### config.mk
export PLATFORM = sky130hd
export DESIGN_NAME = sha1_hash_engine_flat
export DESIGN_NICKNAME = d
export VERILOG_FILES = /design/src/hdl/sha1_pkg.sv /design/src/hdl/sha1_if.sv /design/src/hdl/sha1_hash_engine.sv /design/src/flat_wrapper.sv
export VERILOG_INCLUDE_DIRS = /design/src /design/src/hdl
export SDC_FILE = /design/constraint.sdc
export NUM_CORES = 2
export LEC_CHECK = 0
export ABC_AREA = 0
export BUFFER_PORTS_ARGS = -buffer_cell sky130_fd_sc_hd__clkbuf_2
export CAP_MARGIN = 5
export CORE_MARGIN = 1.5
export CORE_UTILIZATION = 69
export DETAILED_ROUTE_END_ITERATION = 8
export GPL_TIMING_DRIVEN = 0
export PLACE_DENSITY = 0.86
export SETUP_SLACK_MARGIN = 0.15
export SLEW_MARGIN = 5
export SYNTH_ARGS = -nofsm -noshare
export SYNTH_HDL_FRONTEND = slang
export SYNTH_SLANG_ARGS = --single-unit
### constraint.sdc
create_clock -name clk -period 38.7 [get_ports clk]
set_input_delay 3.87 -clock clk [delete_from_list [all_inputs] [get_ports clk]]
set_output_delay 3.87 -clock clk [all_outputs]
set_load 0.03 [all_outputs]
### src/hdl/sha1_hash_engine_assert.svh
// Assertion macros for the SHA-1 engine RTL.
`ifndef SHA1_HASH_ENGINE_ASSERT_SVH
`define SHA1_HASH_ENGINE_ASSERT_SVH

// Same-cycle implication, checked outside reset.
`define SHA1_ASSERT_NOW(label, ante, cons, msg) \
  label: assert property (@(posedge clk) disable iff (!rst_n) (ante) |-> (cons)) \
    else $error(msg);

// Next-cycle implication, checked outside reset.
`define SHA1_ASSERT_NEXT(label, ante, cons, msg) \
  label: assert property (@(posedge clk) disable iff (!rst_n) (ante) |=> (cons)) \
    else $error(msg);

`endif

### src/hdl/sha1_pkg.sv
// Shared widths and SHA-1 constants for the hash engine.
`timescale 1ns / 1ps

package sha1_pkg;

  localparam int unsigned BYTE_W    = 8;
  localparam int unsigned WORD_W    = 32;
  localparam int unsigned IDX_W     = 3;
  localparam int unsigned NUM_CHAIN = 5;
  localparam int unsigned WIN_DEPTH = 16;
  localparam int unsigned FILL_W    = 6;
  localparam int unsigned ROUND_W   = 7;
  localparam int unsigned LEN_W     = 64;

  localparam logic [IDX_W-1:0]   LAST_IDX   = 3'd4;
  localparam logic [ROUND_W-1:0] LAST_ROUND = 7'd79;
  localparam logic [FILL_W-1:0]  LAST_FILL  = 6'd63;
  localparam logic [FILL_W-1:0]  LEN_FILL   = 6'd56;
  localparam logic [BYTE_W-1:0]  PAD_BYTE   = 8'h80;

  localparam logic [WORD_W-1:0] H_INIT [NUM_CHAIN] = '{
    32'h67452301, 32'hEFCDAB89, 32'h98BADCFE, 32'h10325476, 32'hC3D2E1F0
  };

  localparam logic [WORD_W-1:0] K_0 = 32'h5A827999;
  localparam logic [WORD_W-1:0] K_1 = 32'h6ED9EBA1;
  localparam logic [WORD_W-1:0] K_2 = 32'h8F1BBCDC;
  localparam logic [WORD_W-1:0] K_3 = 32'hCA62C1D6;

endpackage

### src/hdl/sha1_if.sv
// Valid/ready channel interfaces for message bytes and digest words.
`timescale 1ns / 1ps

interface sha1_in_if import sha1_pkg::*; ();
  logic              valid;
  logic              ready;
  logic [BYTE_W-1:0] data_byte;
  logic              byte_present;
  logic              end_of_message;

  modport source (output valid, data_byte, byte_present, end_of_message, input ready);
  modport sink   (input valid, data_byte, byte_present, end_of_message, output ready);
endinterface

interface sha1_out_if import sha1_pkg::*; ();
  logic              valid;
  logic              ready;
  logic [WORD_W-1:0] digest_word;
  logic [IDX_W-1:0]  word_index;
  logic              last_word;

  modport source (output valid, digest_word, word_index, last_word, input ready);
  modport sink   (input valid, digest_word, word_index, last_word, output ready);
endinterface

### src/hdl/sha1_hash_engine.sv
// SHA-1 engine top level: byte intake, padding, round sequencer and digest output.
// Usage:
//   in_ch carries one message byte per item (byte_present) and an end mark
//   (end_of_message). A mark with no byte ends the message; an item with
//   neither is a no-op. out_ch delivers the digest as five 32-bit words,
//   word_index 0 (h0) first, last_word set on word 4.
// Flow:
//   A byte item is taken while the engine is idle. Each 64th byte starts the
//   compression of the block: 80 rounds of the single round unit, then a fold
//   of the result into the chaining words; in_ch.ready is low meanwhile.
//   After the end mark, padding and length bytes are written one per cycle
//   (up to 64, or up to 72 when the length spills into an extra block),
//   each full block is compressed the same way, then one word per cycle is
//   loaded into the output register while out_ch.ready allows it.
// Reset: rst_n (synchronous, active low) restores the initial chaining words
//   and clears byte and bit counts and the output valid flag.
// Stall: a low out_ch.ready holds the current word; the engine waits before
//   loading the next one and takes the next message once the digest is queued.
`timescale 1ns / 1ps

module sha1_hash_engine import sha1_pkg::*; (
  input  logic        clk,
  input  logic        rst_n,
  sha1_in_if.sink     in_ch,
  sha1_out_if.source  out_ch
);

  `include "sha1_hash_engine_assert.svh"

  typedef enum logic [4:0] {
    ST_IDLE  = 5'b00001,
    ST_PAD   = 5'b00010,
    ST_ROUND = 5'b00100,
    ST_FOLD  = 5'b01000,
    ST_OUT   = 5'b10000
  } state_t;

  state_t              state_r, state_nxt;
  logic [FILL_W-1:0]   fill_r;
  logic [23:0]         acc_r;
  logic [WORD_W-1:0]   win_r   [WIN_DEPTH];
  logic [WORD_W-1:0]   work_r  [NUM_CHAIN];
  logic [WORD_W-1:0]   chain_r [NUM_CHAIN];
  logic [ROUND_W-1:0]  round_r;
  logic [LEN_W-1:0]    bit_count_r;
  logic                pad_active_r;
  logic                pad_first_r;
  logic                extra_r;
  logic                final_r;
  logic [IDX_W-1:0]    word_sel_r;
  logic                out_valid_r;
  logic [WORD_W-1:0]   out_word_r;
  logic [IDX_W-1:0]    out_idx_r;
  logic                out_last_r;

  logic                in_fire;
  logic                byte_we;
  logic [BYTE_W-1:0]   byte_val;
  logic                len_phase;
  logic [BYTE_W-1:0]   len_byte;
  logic [WORD_W-1:0]   f_val;
  logic [WORD_W-1:0]   k_val;
  logic [WORD_W-1:0]   round_sum;
  logic [WORD_W-1:0]   sched_x;
  logic [WORD_W-1:0]   sched_new;
  logic                out_load;

  assign in_ch.ready = (state_r == ST_IDLE);
  assign in_fire     = in_ch.valid && in_ch.ready;

  assign out_ch.valid       = out_valid_r;
  assign out_ch.digest_word = out_word_r;
  assign out_ch.word_index  = out_idx_r;
  assign out_ch.last_word   = out_last_r;

  assign out_load = (state_r == ST_OUT) && (!out_valid_r || out_ch.ready);

  // Length bytes go out most significant first at fill 56..63.
  assign len_phase = !pad_first_r && !extra_r && (fill_r >= LEN_FILL);
  assign len_byte  = BYTE_W'(bit_count_r >> {~fill_r[2:0], 3'b000});

  always_comb begin
    byte_we  = 1'b0;
    byte_val = '0;
    unique case (state_r)
      ST_IDLE: begin
        byte_we  = in_fire && in_ch.byte_present;
        byte_val = in_ch.data_byte;
      end
      ST_PAD: begin
        byte_we = 1'b1;
        if (pad_first_r) begin
          byte_val = PAD_BYTE;
        end else if (len_phase) begin
          byte_val = len_byte;
        end else begin
          byte_val = '0;
        end
      end
      default: begin
        byte_we  = 1'b0;
        byte_val = '0;
      end
    endcase
  end

  // Round unit: one SHA-1 round per cycle.
  always_comb begin
    if (round_r < 7'd20) begin
      f_val = (work_r[1] & work_r[2]) | (~work_r[1] & work_r[3]);
      k_val = K_0;
    end else if (round_r < 7'd40) begin
      f_val = work_r[1] ^ work_r[2] ^ work_r[3];
      k_val = K_1;
    end else if (round_r < 7'd60) begin
      f_val = (work_r[1] & work_r[2]) | (work_r[1] & work_r[3]) | (work_r[2] & work_r[3]);
      k_val = K_2;
    end else begin
      f_val = work_r[1] ^ work_r[2] ^ work_r[3];
      k_val = K_3;
    end
    round_sum = {work_r[0][26:0], work_r[0][31:27]} + f_val + work_r[4] + k_val + win_r[0];
    sched_x   = win_r[13] ^ win_r[8] ^ win_r[2] ^ win_r[0];
    sched_new = {sched_x[30:0], sched_x[31]};
  end

  always_comb begin
    state_nxt = state_r;
    unique case (state_r)
      ST_IDLE: begin
        if (in_fire) begin
          if (in_ch.byte_present && (fill_r == LAST_FILL)) begin
            state_nxt = ST_ROUND;
          end else if (in_ch.end_of_message) begin
            state_nxt = ST_PAD;
          end
        end
      end
      ST_PAD: begin
        if (fill_r == LAST_FILL) begin
          state_nxt = ST_ROUND;
        end
      end
      ST_ROUND: begin
        if (round_r == LAST_ROUND) begin
          state_nxt = ST_FOLD;
        end
      end
      ST_FOLD: begin
        if (final_r) begin
          state_nxt = ST_OUT;
        end else if (pad_active_r) begin
          state_nxt = ST_PAD;
        end else begin
          state_nxt = ST_IDLE;
        end
      end
      ST_OUT: begin
        if (out_load && (word_sel_r == LAST_IDX)) begin
          state_nxt = ST_IDLE;
        end
      end
      default: state_nxt = ST_IDLE;
    endcase
  end

  // Control state.
  always_ff @(posedge clk) begin
    if (!rst_n) begin
      state_r      <= ST_IDLE;
      fill_r       <= '0;
      round_r      <= '0;
      bit_count_r  <= '0;
      pad_active_r <= 1'b0;
      pad_first_r  <= 1'b0;
      extra_r      <= 1'b0;
      final_r      <= 1'b0;
      word_sel_r   <= '0;
      out_valid_r  <= 1'b0;
      for (int i = 0; i < NUM_CHAIN; i++) begin
        chain_r[i] <= H_INIT[i];
      end
    end else begin
      state_r <= state_nxt;

      if (byte_we) begin
        fill_r <= fill_r + 1'b1;
      end
      if ((state_r == ST_IDLE) && byte_we) begin
        bit_count_r <= bit_count_r + 64'd8;
      end
      if ((state_r == ST_IDLE) && in_fire && in_ch.end_of_message) begin
        pad_active_r <= 1'b1;
        pad_first_r  <= 1'b1;
      end
      if (state_r == ST_PAD) begin
        pad_first_r <= 1'b0;
        if (pad_first_r && (fill_r >= LEN_FILL)) begin
          extra_r <= 1'b1;
        end
        if (len_phase && (fill_r == LAST_FILL)) begin
          final_r <= 1'b1;
        end
      end

      if (state_r == ST_ROUND) begin
        round_r <= round_r + 1'b1;
      end else begin
        round_r <= '0;
      end

      if (state_r == ST_FOLD) begin
        for (int i = 0; i < NUM_CHAIN; i++) begin
          chain_r[i] <= chain_r[i] + work_r[i];
        end
        extra_r <= 1'b0;
        if (final_r) begin
          final_r      <= 1'b0;
          pad_active_r <= 1'b0;
          bit_count_r  <= '0;
        end
      end

      if (out_load) begin
        out_valid_r <= 1'b1;
        if (word_sel_r == LAST_IDX) begin
          word_sel_r <= '0;
          for (int i = 0; i < NUM_CHAIN; i++) begin
            chain_r[i] <= H_INIT[i];
          end
        end else begin
          word_sel_r <= word_sel_r + 1'b1;
        end
      end else if (out_ch.ready) begin
        out_valid_r <= 1'b0;
      end
    end
  end

  // Datapath: byte packing, schedule window, working words, output word.
  always_ff @(posedge clk) begin
    if (byte_we) begin
      acc_r <= {acc_r[15:0], byte_val};
      if (fill_r[1:0] == 2'b11) begin
        for (int i = 0; i < WIN_DEPTH - 1; i++) begin
          win_r[i] <= win_r[i+1];
        end
        win_r[WIN_DEPTH-1] <= {acc_r, byte_val};
      end
    end else if (state_r == ST_ROUND) begin
      for (int i = 0; i < WIN_DEPTH - 1; i++) begin
        win_r[i] <= win_r[i+1];
      end
      win_r[WIN_DEPTH-1] <= sched_new;
    end

    if ((state_nxt == ST_ROUND) && (state_r != ST_ROUND)) begin
      for (int i = 0; i < NUM_CHAIN; i++) begin
        work_r[i] <= chain_r[i];
      end
    end else if (state_r == ST_ROUND) begin
      work_r[0] <= round_sum;
      work_r[1] <= work_r[0];
      work_r[2] <= {work_r[1][1:0], work_r[1][31:2]};
      work_r[3] <= work_r[2];
      work_r[4] <= work_r[3];
    end

    if (out_load) begin
      out_word_r <= chain_r[word_sel_r];
      out_idx_r  <= word_sel_r;
      out_last_r <= (word_sel_r == LAST_IDX);
    end
  end

  `SHA1_ASSERT_NOW(a_round_range, state_r == ST_ROUND, round_r <= LAST_ROUND, "round count past 79")
  `SHA1_ASSERT_NOW(a_block_full, state_r == ST_ROUND, fill_r == '0, "compression with partial block")
  `SHA1_ASSERT_NEXT(a_final_out, (state_r == ST_FOLD) && final_r, state_r == ST_OUT, "digest not emitted after final block")
  `SHA1_ASSERT_NOW(a_last_idx, out_valid_r && out_last_r, out_idx_r == LAST_IDX, "last word flag on wrong index")

endmodule

### src/flat_wrapper.sv
// flat-port wrapper written by rule: the top's interface ports become plain ports
module sha1_hash_engine_flat import sha1_pkg::*;
  (clk, rst_n, in_ch_valid, in_ch_data_byte, in_ch_byte_present, in_ch_end_of_message, in_ch_ready, out_ch_valid, out_ch_digest_word, out_ch_word_index, out_ch_last_word, out_ch_ready);
  sha1_in_if in_ch_i ();
  sha1_out_if out_ch_i ();
  input  logic clk;
  input  logic rst_n;
  input wire logic [$bits(in_ch_i.valid)-1:0] in_ch_valid;
  input wire logic [$bits(in_ch_i.data_byte)-1:0] in_ch_data_byte;
  input wire logic [$bits(in_ch_i.byte_present)-1:0] in_ch_byte_present;
  input wire logic [$bits(in_ch_i.end_of_message)-1:0] in_ch_end_of_message;
  output wire logic [$bits(in_ch_i.ready)-1:0] in_ch_ready;
  output wire logic [$bits(out_ch_i.valid)-1:0] out_ch_valid;
  output wire logic [$bits(out_ch_i.digest_word)-1:0] out_ch_digest_word;
  output wire logic [$bits(out_ch_i.word_index)-1:0] out_ch_word_index;
  output wire logic [$bits(out_ch_i.last_word)-1:0] out_ch_last_word;
  input wire logic [$bits(out_ch_i.ready)-1:0] out_ch_ready;
  assign in_ch_i.valid = in_ch_valid;
  assign in_ch_i.data_byte = in_ch_data_byte;
  assign in_ch_i.byte_present = in_ch_byte_present;
  assign in_ch_i.end_of_message = in_ch_end_of_message;
  assign in_ch_ready = in_ch_i.ready;
  assign out_ch_valid = out_ch_i.valid;
  assign out_ch_digest_word = out_ch_i.digest_word;
  assign out_ch_word_index = out_ch_i.word_index;
  assign out_ch_last_word = out_ch_i.last_word;
  assign out_ch_i.ready = out_ch_ready;
  sha1_hash_engine u_core (.clk(clk), .rst_n(rst_n), .in_ch(in_ch_i), .out_ch(out_ch_i));
endmodule
# Word-level counts from Yosys, hierarchy flattened
# Memories as Yosys holds them, arrays and structs flattened. A register that Yosys moved wholly into a read port is not among the register bits.
# Cells that the tools add are included.
# totals
reg_bits	118
mem_bits_rw	832
input_bits	14
wordCells	194
memories	3
# memory_table
name	depth	word_bits	rd	rd_ports_with_merged_regs	write_ports	line	source
u_core.win_r	16	32	16	0	16	sha1_hash_engine.sv:41	logic [WORD_W-1:0] win_r [WIN_DEPTH];
u_core.chain_r	5	32	6	1	5	sha1_hash_engine.sv:43	logic [WORD_W-1:0] chain_r [NUM_CHAIN];
u_core.work_r	5	32	5	0	5	sha1_hash_engine.sv:42	logic [WORD_W-1:0] work_r [NUM_CHAIN];
# op_classes
add_sub_neg	13
magnitude_cmp	4
n_eq_ne	11
shifts	1
n_mux	81
bitwise	46
reduce_logical	22
# ops
op	count
$mux W32	36
$add A32 B32 Y32	9
$mux W64	3
$xor A32 B32 Y32	5
$and A32 B32 Y32	4
$or A32 B32 Y32	3
$add A64 B4 Y64 const B	1
$shr A64 B6 Y8	1
$mux W5	7
$not A32 Y32	1
$mux W31	1
$or A1 B1 Y1	31
$mux W1	27
$pmux W5 S5	1
$mux W8	2
$pmux W8 S2	1
$lt A7 B6 Y1 const B	2
$logic_and A1 B1 Y1	13
$eq A5 B3 Y1 const B	2
$add A7 B1 Y7 const B	1
$eq A7 B7 Y1 const B	1
$lt A7 B5 Y1 const B	1
$add A6 B1 Y6 const B	1
$eq A6 B6 Y1 const B	1
19 further kinds	23

# Longest topological paths before layout
# An unclocked memory read counts as a cell.
# depth
word_depth	12
ltp_mapped	26
mapped_depth_nobuf	24

# Worst setup path before layout
# OpenSTA, ideal clock, no wires.
# synth_path
kind	in2reg
start	in in_ch_byte_present
end	mem u_core.win_r[0][0], enable pin
t_arrival_ps	13823
setup_slack_ps	21245
stages	7
n_path_buf	2
cell_sequence	and2_1 > nand2_1 > nand2_1 > nand2_1 > clkbuf_1 > clkbuf_1 > nand2_1
# synth_lines
element	line	source
start, declared	flat_wrapper.sv:10	input wire logic [$bits(in_ch_i.byte_present)-1:0] in_ch_byte_present;
end, declared	sha1_hash_engine.sv:41	

==> impl_metrics.csv <==
group,metric,value,unit
status,status,"completed",
timing,setup_viol,0,
die,core_area,70150,um^2
die,fp.dieH,269.4,um
clock_network,cts_buffers,97,
detailed_routing,via_per_inst,6.702,
min_path,worstHoldPathType,"reg -> reg",
timing,tightestPinTransition,1.456,ns
logic_synthesis,yosys-top-cells-area,"edfxtp_1 (55%), ha_1 (5.8%), fa_1 (5.1%), nand2_1 (4.4%), dfxtp_1 (3.6%)",
final_layout,register_area,28530,um^2
placed_design,dp.cells,4937,
global_routing,grt_max_degree,77,
global_routing,grtUsageMet1,0.5046,
final_layout,n_antenna_cell,0,
worst_setup_path,slowest_stage,"clkbuf_1",
die,die_area,72570,um^2
global_routing,busiest_layer,"met2",
clock_network,cts_tree,"done",
worst_setup_path,crit_top_cell,"fa_1",
logic_synthesis,synth_area_leader_cell,"edfxtp_1",
detailed_routing,drtIter0Drc,4711,
placed_design,gp_congestion,1.014,
logic_synthesis,synthSimpleGateAreaFrac,0.1127,
worst_setup_path,cp.buffers_inverters,5,
global_routing,gr-usage-met3,0.08353,
global_routing,grt-ovfl-total,0,
worst_setup_path,cp-end-kind,"register",
logic_synthesis,ys_warn_count,0,
logic_synthesis,synthesis.instances,3932,
global_routing,grt_use_met2,0.5906,
logic_synthesis,synth_xor_area_frac,0.05402,
global_routing,grt_first_pass_wirelength,205.8,mm
logic_synthesis,netlist_area,48960,um^2
logic_synthesis,yosys.cell_types.count,91,
worst_setup_path,critPathKind,"reg -> reg",
clock_network,cts_sinks,979,
clock_network,cts_resized,0,
final_layout,final_cell_mix,"edfxtp_1 (892), nand2_1 (570), nor2_1 (280)",
final_layout,fill_cells,4114,
final_layout,areaGrowthSynthToFinish,10.63,%
pwr,vdd_drop_max,0.04539,mV
worst_setup_path,arrival,8.96,ns
clock_network,clock_latency,0.70,ns
timing,maxSlewHeadroom,0.02923,
worst_setup_path,critical_path.max_stage_delay,0.76,ns
clock_network,ctsLongestPathBuffers,3,
timing,period_needed,8.532,ns
timing,rsz0062_at_grt,"false",
final_layout,final_cells,5120,
run,drv_cap,0,
worst_setup_path,critPathMaxFanout,10,
worst_setup_path,cp.required,39.13,ns
logic_synthesis,ys_ff_latch,979,
logic_synthesis,synth_compound_area_frac,0.08775,
logic_synthesis,synth_top_family_by_area,"simple AND/OR/NAND/NOR gates",
logic_synthesis,synth_ff_type,"edfxtp_1",
detailed_routing,drt-wirelength-per-cell,26.98,um
timing,hold_viol_final,0,
timing,slew_viol_final,0,
clock_network,cts.hold.buffers_added,0,
timing,setup-tns-final,0,ns
placed_design,dp_hpwl,94.58,mm
timing,fin_crit_sh,0.2205,
logic_synthesis,avgSynthCellArea,12.45,um^2
final_layout,multi_input_area,19310,um^2
logic_synthesis,ys_seq_area_frac,0.5826,
logic_synthesis,yosys-mux-area-fraction,0.03074,
timing,fmax,117.2,MHz
logic_synthesis,async_flop_share,0,
worst_setup_path,crit_family,"compound AO/OA/AOI/OAI gates",
logic_synthesis,synth_edf_count,892,
clock_network,root_buffer,"clkbuf_16",
global_routing,antenna_found_initial,2,
pwr,p_leak,20.10,nW
detailed_routing,drc,0,
clock_network,cts-htree-levels,3,
die,io_pins,52,
final_layout,drive_gt1_frac,0.08134,
clock_network,path_clk_slew,0.07,ns
detailed_routing,vias,34310,
logic_synthesis,synth_top_area_share,0.5470,
detailed_routing,ant_nets,0,
final_layout,nets,4460,
final_layout,layout_commonest_cell,"edfxtp_1",
die,initial_core_util,0.6980,
pwr,powerDensity,41.34,nW/um^2
worst_setup_path,crit_chain,"clkbuf_1 > o21ai_0 > nor3_1 > inv_2 > nand2_1 > clkbuf_1 > nor2_1 > nor2_1 > fa_1 > fa_1 > inv_1 > fa_1 > inv_1 > ha_1 > a211oi_1 > o211ai_1 > a31oi_1 > o21ai_1 > a31oi_1 > o21ai_1 > a21o_1 > a21oi_1 > xnor2_1 > mux2_2",
die,row_count,97,
detailed_routing,dr.pass1.iters,8,
logic_synthesis,synth_fa_ha_area_frac,0.1084,
die,dieWidth,269.4,um
global_routing,grt_use_total,0.3817,
placed_design,port_buffers,51,
logic_synthesis,synth_nets,4296,
worst_setup_path,cp-start-kind,"register",
global_routing,grt_pass1_vias,33570,
timing,fin_skew,0.06087,ns
detailed_routing,wl,138.1,mm
clock_network,postCtsSetupBuffers,0,
-- worst register-to-register path: cells and delay by family (launching register included) --
| kind | cells | cell delay [ns] |
|---|---|---|
| buffers and inverters | 5 | 1.53 |
| AND/OR/NAND/NOR | 4 | 1.35 |
| adder cells (fa/ha/maj) | 4 | 1.92 |
| multiplexers | 1 | 0.27 |
| AO/OA/AOI/OAI | 9 | 2.82 |
| flip-flops | 1 | 0.31 |
| XOR/XNOR | 1 | 0.11 |
-- per-stage QoR --
stage | hold slack (ns) | total power [mW] | instance area, um^2 | util | worst slack (ns)
floorplan | 0.4003 | 1.235 | 48960 | - | 21.25
global placement | 0.4002 | 1.258 | 50400 | 0.7184 | 16.42
detailed placement | 0.4045 | 1.257 | 50800 | 0.7242 | 30.23
CTS | 0.4148 | 2.238 | 54160 | 0.7721 | 30.52
global route | 0.4225 | 2.289 | 54170 | 0.7722 | 30.19
finish | 0.4057 | 2.239 | 54170 | 0.7722 | 30.17
-- routing by layer --
layer	wire length, um	part of all wire
met3	16660	0.12
met4	10000	0.072
met2	62470	0.45
met1	48980	0.35
met5	13	0.000094
-- flip-flops by register name, summed over array words and instances (netlist names), 3 cells and up --
register and cells:
u_core.round_r 7, u_core.win_r 512, u_core.out_ch.word_index 3, u_core.bit_count_r 61, u_core.work_r 160, u_core.acc_r 24, u_core.chain_r 160, u_core.word_sel_r 3
u_core.out_ch.digest_word 32, u_core.state_r 5, u_core.fill_r 6
-- final cells by class --
class,count,area share
clock buffers,113,0.04610
multi-input cells,2644,0.3565
flip-flops and latches,979,0.5266
clock inverters,70,0.01589
well taps,940,0.02171
plain buffers,104,0.007253
repair buffers,65,0.01169
inverters,205,0.01421
-- kinds of logic (layout without fill, tap and decap cells) --
family / count (synthesis) / after routing
flip-flops: 979 / 979
XOR/XNOR: 302 / 302
adder cells (fa/ha/maj): 350 / 350
AND/OR/NAND/NOR: 1214 / 1214
multiplexers: 90 / 90
AO/OA/AOI/OAI: 688 / 688
buffers and inverters: 309 / 557
-- Yosys cell counts, types with 57 or more instances --
cell / number
xnor2_1: 186
nor2b_1: 57
nand2_1: 573
fa_1: 124
clkbuf_1: 88
edfxtp_1: 892
o21ai_0: 189
inv_1: 204
dfxtp_1: 87
ha_1: 226
nor2_1: 280
xor2_1: 116
a21oi_1: 210
-- report_power, final --
| part | switching, mW | leakage [nW] | total, mW | internal (mW) |
|---|---|---|---|---|
| Sequential | 0.00881 | 8.79 | 1.16 | 1.15 |
| Clock | 0.435 | 1.61 | 1.00 | 0.565 |
| Combinational | 0.0506 | 9.71 | 0.0806 | 0.0300 |
-- path summary, 6_finish.rpt --
check / start / end / slack [ns] / cells after the start
setup / recovery: u_core.round_r[4] / u_core.work_r[0][30] / 30.17 / 24
hold / removal: u_core.win_r[0][500] / u_core.win_r[0][468] / 0.41 / 0
setup reg to reg: u_core.round_r[4] / u_core.work_r[0][30] / 30.17 / 24
hold reg to reg: u_core.win_r[0][500] / u_core.win_r[0][468] / 0.41 / 0
(Power assumes the default switching activity.)
